--- src/rtl/rau_pkg.sv ---
package rau_pkg;

  // Opcodes; the unused code 7 behaves as reduce
  localparam logic [2:0] OP_REDUCE = 3'd0;
  localparam logic [2:0] OP_ADD    = 3'd1;
  localparam logic [2:0] OP_SUB    = 3'd2;
  localparam logic [2:0] OP_MUL    = 3'd3;
  localparam logic [2:0] OP_DIV    = 3'd4;
  localparam logic [2:0] OP_CMP    = 3'd5;
  localparam logic [2:0] OP_POW    = 3'd6;

  // Result status codes
  localparam logic [1:0] ST_OK   = 2'd0;
  localparam logic [1:0] ST_ZDEN = 2'd1;
  localparam logic [1:0] ST_DIVZ = 2'd2;
  localparam logic [1:0] ST_OVF  = 2'd3;

  // Datapath commands
  typedef enum logic [4:0] {
    CMD_NONE,
    CMD_LOAD,
    CMD_MUL_ANBD,
    CMD_MUL_BNAD,
    CMD_MUL_ANBN,
    CMD_MUL_ADBN,
    CMD_MUL_ADBD,
    CMD_COMBINE,
    CMD_COMPARE,
    CMD_LOAD_A,
    CMD_GCD_INIT,
    CMD_GCD_STEP,
    CMD_DIV_INIT_X,
    CMD_DIV_INIT_Y,
    CMD_DIV_STEP,
    CMD_DIV_WB_X,
    CMD_DIV_WB_Y,
    CMD_POW_INIT,
    CMD_POW_MUL_N,
    CMD_POW_MUL_D,
    CMD_POW_SQ_N,
    CMD_POW_SQ_D,
    CMD_POW_FIN,
    CMD_FINAL
  } cmd_t;

  // Controller states
  typedef enum logic [4:0] {
    S_IDLE,
    S_DISP,
    S_MUL1,
    S_MUL2,
    S_MUL3,
    S_COMB,
    S_CMP,
    S_LDA,
    S_GINIT,
    S_GSTEP,
    S_DXI,
    S_DXS,
    S_DXD,
    S_DYI,
    S_DYS,
    S_DYD,
    S_PINIT,
    S_PCHK,
    S_PMN,
    S_PMD,
    S_PSN,
    S_PSD,
    S_PFIN,
    S_FINAL
  } state_t;

  // Status from datapath to controller
  typedef struct packed {
    logic [2:0] op;
    logic       early;     // zero denominator or division by zero
    logic       x_zero;
    logic       g_eq;
    logic       g_one;
    logic       div_last;
    logic       e_zero;
    logic       e_lsb;
    logic       out_busy;
  } stat_t;

endpackage

--- src/rtl/rau_ctrl.sv ---
module rau_ctrl (
  input  logic           clk,
  input  logic           rst_n,
  input  logic           in_valid,
  output logic           in_ready,
  input  rau_pkg::stat_t stat,
  output rau_pkg::cmd_t  cmd
);

  rau_pkg::state_t state_r, state_nxt;
  rau_pkg::state_t post_reduce;
  logic            three_mul;

  // after a reduction: power continues, everything else finishes
  assign post_reduce = (stat.op == rau_pkg::OP_POW) ? rau_pkg::S_PINIT : rau_pkg::S_FINAL;
  assign three_mul   = (stat.op == rau_pkg::OP_ADD) || (stat.op == rau_pkg::OP_SUB);

  always_ff @(posedge clk) begin
    if (!rst_n) begin
      state_r <= rau_pkg::S_IDLE;
    end else begin
      state_r <= state_nxt;
    end
  end

  // next state
  always_comb begin
    state_nxt = state_r;
    unique case (state_r)
      rau_pkg::S_IDLE:  if (in_valid) state_nxt = rau_pkg::S_DISP;
      rau_pkg::S_DISP: begin
        if (stat.early) begin
          state_nxt = rau_pkg::S_FINAL;
        end else if (stat.op >= rau_pkg::OP_ADD && stat.op <= rau_pkg::OP_CMP) begin
          state_nxt = rau_pkg::S_MUL1;
        end else begin
          state_nxt = rau_pkg::S_LDA;
        end
      end
      rau_pkg::S_MUL1:  state_nxt = rau_pkg::S_MUL2;
      rau_pkg::S_MUL2: begin
        if (three_mul) state_nxt = rau_pkg::S_MUL3;
        else if (stat.op == rau_pkg::OP_CMP) state_nxt = rau_pkg::S_CMP;
        else state_nxt = rau_pkg::S_COMB;
      end
      rau_pkg::S_MUL3:  state_nxt = rau_pkg::S_COMB;
      rau_pkg::S_CMP:   state_nxt = rau_pkg::S_FINAL;
      rau_pkg::S_COMB:  state_nxt = rau_pkg::S_GINIT;
      rau_pkg::S_LDA:   state_nxt = rau_pkg::S_GINIT;
      rau_pkg::S_GINIT: state_nxt = stat.x_zero ? post_reduce : rau_pkg::S_GSTEP;
      rau_pkg::S_GSTEP: begin
        if (stat.g_eq) state_nxt = stat.g_one ? post_reduce : rau_pkg::S_DXI;
      end
      rau_pkg::S_DXI:   state_nxt = rau_pkg::S_DXS;
      rau_pkg::S_DXS:   if (stat.div_last) state_nxt = rau_pkg::S_DXD;
      rau_pkg::S_DXD:   state_nxt = rau_pkg::S_DYI;
      rau_pkg::S_DYI:   state_nxt = rau_pkg::S_DYS;
      rau_pkg::S_DYS:   if (stat.div_last) state_nxt = rau_pkg::S_DYD;
      rau_pkg::S_DYD:   state_nxt = post_reduce;
      rau_pkg::S_PINIT: state_nxt = rau_pkg::S_PCHK;
      rau_pkg::S_PCHK: begin
        if (stat.e_zero) state_nxt = rau_pkg::S_PFIN;
        else if (stat.e_lsb) state_nxt = rau_pkg::S_PMN;
        else state_nxt = rau_pkg::S_PSN;
      end
      rau_pkg::S_PMN:   state_nxt = rau_pkg::S_PMD;
      rau_pkg::S_PMD:   state_nxt = rau_pkg::S_PSN;
      rau_pkg::S_PSN:   state_nxt = rau_pkg::S_PSD;
      rau_pkg::S_PSD:   state_nxt = rau_pkg::S_PCHK;
      rau_pkg::S_PFIN:  state_nxt = rau_pkg::S_FINAL;
      rau_pkg::S_FINAL: if (!stat.out_busy) state_nxt = rau_pkg::S_IDLE;
      default:          state_nxt = rau_pkg::S_IDLE;
    endcase
  end

  // command outputs
  always_comb begin
    in_ready = 1'b0;
    cmd      = rau_pkg::CMD_NONE;
    unique case (state_r)
      rau_pkg::S_IDLE: begin
        in_ready = 1'b1;
        if (in_valid) cmd = rau_pkg::CMD_LOAD;
      end
      rau_pkg::S_MUL1: begin
        cmd = (stat.op == rau_pkg::OP_MUL) ? rau_pkg::CMD_MUL_ANBN : rau_pkg::CMD_MUL_ANBD;
      end
      rau_pkg::S_MUL2: begin
        if (stat.op == rau_pkg::OP_MUL) cmd = rau_pkg::CMD_MUL_ADBD;
        else if (stat.op == rau_pkg::OP_DIV) cmd = rau_pkg::CMD_MUL_ADBN;
        else cmd = rau_pkg::CMD_MUL_BNAD;
      end
      rau_pkg::S_MUL3:  cmd = rau_pkg::CMD_MUL_ADBD;
      rau_pkg::S_COMB:  cmd = rau_pkg::CMD_COMBINE;
      rau_pkg::S_CMP:   cmd = rau_pkg::CMD_COMPARE;
      rau_pkg::S_LDA:   cmd = rau_pkg::CMD_LOAD_A;
      rau_pkg::S_GINIT: cmd = rau_pkg::CMD_GCD_INIT;
      rau_pkg::S_GSTEP: cmd = stat.g_eq ? rau_pkg::CMD_NONE : rau_pkg::CMD_GCD_STEP;
      rau_pkg::S_DXI:   cmd = rau_pkg::CMD_DIV_INIT_X;
      rau_pkg::S_DXS:   cmd = rau_pkg::CMD_DIV_STEP;
      rau_pkg::S_DXD:   cmd = rau_pkg::CMD_DIV_WB_X;
      rau_pkg::S_DYI:   cmd = rau_pkg::CMD_DIV_INIT_Y;
      rau_pkg::S_DYS:   cmd = rau_pkg::CMD_DIV_STEP;
      rau_pkg::S_DYD:   cmd = rau_pkg::CMD_DIV_WB_Y;
      rau_pkg::S_PINIT: cmd = rau_pkg::CMD_POW_INIT;
      rau_pkg::S_PMN:   cmd = rau_pkg::CMD_POW_MUL_N;
      rau_pkg::S_PMD:   cmd = rau_pkg::CMD_POW_MUL_D;
      rau_pkg::S_PSN:   cmd = rau_pkg::CMD_POW_SQ_N;
      rau_pkg::S_PSD:   cmd = rau_pkg::CMD_POW_SQ_D;
      rau_pkg::S_PFIN:  cmd = rau_pkg::CMD_POW_FIN;
      rau_pkg::S_FINAL: cmd = stat.out_busy ? rau_pkg::CMD_NONE : rau_pkg::CMD_FINAL;
      default:          cmd = rau_pkg::CMD_NONE;
    endcase
  end

endmodule

--- config.mk ---
export PLATFORM = sky130hd
export DESIGN_NAME = rau_ctrl
export DESIGN_NICKNAME = d
export VERILOG_FILES = /design/src/rtl/rau_pkg.sv /design/src/rtl/rau_ctrl.sv
export SDC_FILE = /design/constraint.sdc
export NUM_CORES = 1
export LEC_CHECK = 0
export BUFFER_PORTS_ARGS = -buffer_cell sky130_fd_sc_hd__buf_4
export CORE_UTILIZATION = 45
export DETAILED_ROUTE_END_ITERATION = 10
export GPL_ROUTABILITY_DRIVEN = 0
export PLACE_DENSITY = 0.74
export SYNTH_ARGS = -nofsm -noshare
export SYNTH_HDL_FRONTEND = slang
export SYNTH_SLANG_ARGS = --single-unit
export TNS_END_PERCENT = 5
--- constraint.sdc ---
create_clock -name clk -period 5.37 [get_ports clk]
set_input_delay 1.611 -clock clk [delete_from_list [all_inputs] [get_ports clk]]
set_output_delay 1.611 -clock clk [all_outputs]
set_load 0.02 [all_outputs]
==> impl.org <==
** Floorplanning
- Core region area :: about 2200 µm²
- Cell Rows :: 17
- From bottom edge to top edge, the die measures 50.1 µm.
- For this design the top-level I/O count stands at 20.
- Once the floorplan was initialized, standard cells occupied between 40% and 50% of the core.
- The die is 50.1 µm wide.
- The die covers about 2500 µm².

** Cells and area
- Sequential cell area in the final layout :: between 100 and 150 µm²
- Filler cells :: 220
- Summing all multi-input logic gate instances after layout gives 841 µm².
- At the end of the flow the core is filled with cells to 54.0%.
- With fillers left out, the area of the finished cells amounts to between 1000 and 1500 µm².
- P&R area growth vs syn :: 13.6%
- Nets :: 190
- Leaving out fill and tap cells, the most frequent cell in the layout is sky130_fd_sc_hd__buf_4.
- Top flop regs :: state_r x5
- The register with the most flip-flops in the layout has 5 of them.
- Register ranked first by flip-flop count :: state_r
- Top library cells by usage in the layout, fill and taps aside :: 21 x sky130_fd_sc_hd__buf_4, 20 x sky130_fd_sc_hd__nand2_1, 18 x sky130_fd_sc_hd__a21oi_1
- The post-route netlist has 17.1% of its cells at a drive strength greater than 1.
- Antenna cell count :: 0

** Yosys
- Yosys warning total :: 0
- Summed over all instances, the cell type with the most area after synthesis is sky130_fd_sc_hd__dfxtp_1.
- Of the synthesized area, sequential elements account for approximately a tenth.
- Async set-reset flop share out of synthesis :: 0%
- Post-synthesis instance total :: about 170
- Cell Area, Synth :: approximately 1000 µm²
- Average cell area after synthesis :: about 6.3 µm²
- Synth top area cells :: sky130_fd_sc_hd__dfxtp_1 9.6%, sky130_fd_sc_hd__a21oi_1 8.7%, sky130_fd_sc_hd__nand2_1 7.2%
- The most used flip-flop cell after synthesis is sky130_fd_sc_hd__dfxtp_1.
- The number of nets in the synthesized netlist is 179.
- Fraction of synthesized cell area taken by the top area cell type :: 9.62%
- In this run, distinct cell masters in the synthesized netlist total 46.
- Number of enable-type register cells in the synthesized netlist :: 0
- Number of flip-flops and latches in the synthesized netlist :: 5

** Worst setup path
- Origin of the critical flop-to-flop path :: state_r[2]
- CP endpoint kind :: primary output
- R2R setup slack :: approximately 2900 ps
- Data arrives at the worst endpoint at roughly 2700 ps.
- R2r endpoint :: state_r[0]
- The critical path is of the input port to primary output type.
- Cells on worst reg2reg path :: 5
- Of all nets on the critical path, the largest fanout is 6.
- STA classifies the critical path startpoint as an input port.
- For the worst setup path, the data required time is 3760 ps.

** Pwr
- Clock share of power :: 6.3%
- Sequential fraction of design power :: about 17%
- The internal portion of the total power is roughly 0.3 mW.
- Total design power :: around 0.66 mW
- Switching component of the power :: between 0.3 and 0.4 mW
- Dividing total power by cell area gives a power density of 562 nW/µm².
- Combinational logic burns about 77% of the power.
- Standby leakage power :: 0.427 nW
- Peak supply drop :: 0.438 mV
- Switching share of power :: roughly 55%

** CTS
- TritonCTS built the clock tree.
- Clock latency on the worst-skew pair, taken at its later pin, is around 240 ps.
- H-tree levels :: 1
- Root Buffer :: sky130_fd_sc_hd__clkbuf_4
- Post-CTS Repair Setup Buffers :: 0
- Total clock sinks :: 5
- Post-cts sizing count :: 0
- Counting along the longest clock path gives a buffer depth of 2.
- Cts-stage hold buffer count :: 0
- The number of clock buffers added by TritonCTS is 3.
- Reg clk slew, reported paths :: approximately 40 ps

** Timing
- Unrepaired setup endpoints after global routing :: no
- Setup violations remaining at the end of the flow were counted as 0.
- Measured against its own limit, the worst slew margin works out to 25.7%.
- Final Critical Period :: ~4300 ps
- On the final layout, the worst clock skew is approximately 3.0 ps.
- Max Clock Freq :: 231 MHz
- Count of final hold-check violations :: 0
- At the pin with the least slew margin, the transition time is between 1000 and 1500 ps.
- The worst path uses about four fifths of the clock period.
- Setup TNS Final :: 0 ps
- Final number of max-transition violations :: 0
- Final hold analysis gives a worst-case slack of about 750 ps.

** Detailed routing
- For this block, the via count after detailed routing is approximately 1300.
- The first TritonRoute pass finished after 5 iterations.
- The routed design has approximately 2900 µm of wire.
- Antenna Violating Nets Remaining :: 0
- Dividing the detail-routed via count by the number of cells gives between 6 and 7.
- In this run, the number of DRC markers left after iteration 0 of detailed routing was 76.
- Post-detailed-route DRC marker count :: 0
- After detailed routing, the average wire length per cell comes to about 14 µm.

** Placed design
- In this run the tool buffered the top-level ports with 19 buffer cells.
- HPWL after detailed placement :: between 1500 and 2000 µm
- In this run the cell area measured after placement is ~1200 µm².

** GRT
- Global routing usage summed across all routing layers :: about a quarter
- Remaining global-route overflow :: 0
- Pin count of the biggest net entering global routing :: 35
- The first global-routing pass estimated about 4700 µm of wire.
- Number of global-route vias before repair :: approximately 1100
- Antenna violations before repair :: 0

** Worst hold path
- The worst hold path begins at state_r[1].
- Hold Path Class :: flip-flop to flip-flop
- Worst Hold Depth :: 3
- For hold timing, the worst endpoint is state_r[1].

** Flow run
- Max-cap check violation count :: 0

** Run status
- Run status :: finished, final reports clean
[metrics by stage]
stage / setup slack (ps) / instances
after detailed placement: 1040 / 199
after global placement: 1070 / 199
after CTS: 1040 / 203
after global routing: 913 / 203
after floorplan: 1070 / 165
final: 1030 / 203
[cell families (layout without fill, tap and decap cells)]
group / after synthesis / count (layout) / synth area share [%]
and+or+nand+nor: 70 / 70 / 36.5
buffers and inverters: 21 / 31 / 9.61
AOI/OAI and AO/OA: 66 / 66 / 41.5
xor gates and xnor gates: 2 / 2 / 1.68
DFF: 5 / 5 / 9.62
muxes: 1 / 1 / 1.08
[critical path, stage by stage]
cell and delay [ps]:
sky130_fd_sc_hd__buf_4 110, sky130_fd_sc_hd__nand2_1 90, sky130_fd_sc_hd__or3_1 340, sky130_fd_sc_hd__a21oi_1 150
sky130_fd_sc_hd__a21oi_1 60, sky130_fd_sc_hd__o22ai_1 200, sky130_fd_sc_hd__buf_4 160
[per-layer routing]
layer  global-route usage [%]  routed length [µm]  share of wire, %
met5                        0                   0                 0
met4                     11.0                  56               1.9
met3                    0.617                 195               6.8
met2                     35.1                1380                48
met1                     34.0                1260                44
[area by class of cell]
type	count	share of cell area, %
multi-input combinational	139	71.1
timing repair buffer	21	13.3
sequential	5	8.47
clock buffer	4	2.22
tap	28	2.96
inverter	6	1.90
[power by group through the flow]
stage	sequential (mW)	clock, mW	combinational, mW
CTS	0.113	0.0438	0.505
global route	0.121	0.0444	0.561
detailed placement	0.114	0	0.504
floorplan	0.0683	0	0.427
finish	0.114	0.0416	0.509
global placement	0.111	0	0.495
[worst max path at each step]
stage	from	end	slack (ps)	depth (start not counted)
2_1_floorplan	stat[9]	cmd[2]	1070	5
3_3_place_gp	stat[8]	cmd[2]	1070	6
3_5_place_dp	stat[10]	cmd[2]	1040	7
4_1_cts	stat[10]	cmd[2]	1040	7
5_1_grt	stat[10]	cmd[2]	910	7
6_report	stat[10]	cmd[2]	1030	7
[synth_stat cells, types with 2 or more instances]
| cell type | instances |
|---|---|
| sky130_fd_sc_hd__nor4_1 | 2 |
| sky130_fd_sc_hd__o211ai_1 | 3 |
| sky130_fd_sc_hd__a21oi_1 | 18 |
| sky130_fd_sc_hd__buf_2 | 11 |
| sky130_fd_sc_hd__clkbuf_1 | 3 |
| sky130_fd_sc_hd__a31o_1 | 2 |
| sky130_fd_sc_hd__o21bai_1 | 3 |
| sky130_fd_sc_hd__nand2b_1 | 9 |
| sky130_fd_sc_hd__o21ai_1 | 8 |
| sky130_fd_sc_hd__nor2b_1 | 9 |
| sky130_fd_sc_hd__dfxtp_1 | 5 |
| sky130_fd_sc_hd__o221ai_1 | 2 |
| sky130_fd_sc_hd__o32ai_1 | 2 |
| sky130_fd_sc_hd__a31oi_1 | 4 |
| sky130_fd_sc_hd__and2_1 | 3 |
| sky130_fd_sc_hd__nand3b_1 | 2 |
| sky130_fd_sc_hd__nor3_1 | 4 |
| sky130_fd_sc_hd__o22ai_1 | 5 |
| sky130_fd_sc_hd__nor2_1 | 10 |
| sky130_fd_sc_hd__o21ai_0 | 9 |
| sky130_fd_sc_hd__and3_1 | 2 |
| sky130_fd_sc_hd__nand2_1 | 20 |
| sky130_fd_sc_hd__inv_1 | 5 |
| sky130_fd_sc_hd__nand3_1 | 2 |
No activity file was read; power rests on OpenSTA's default activity.
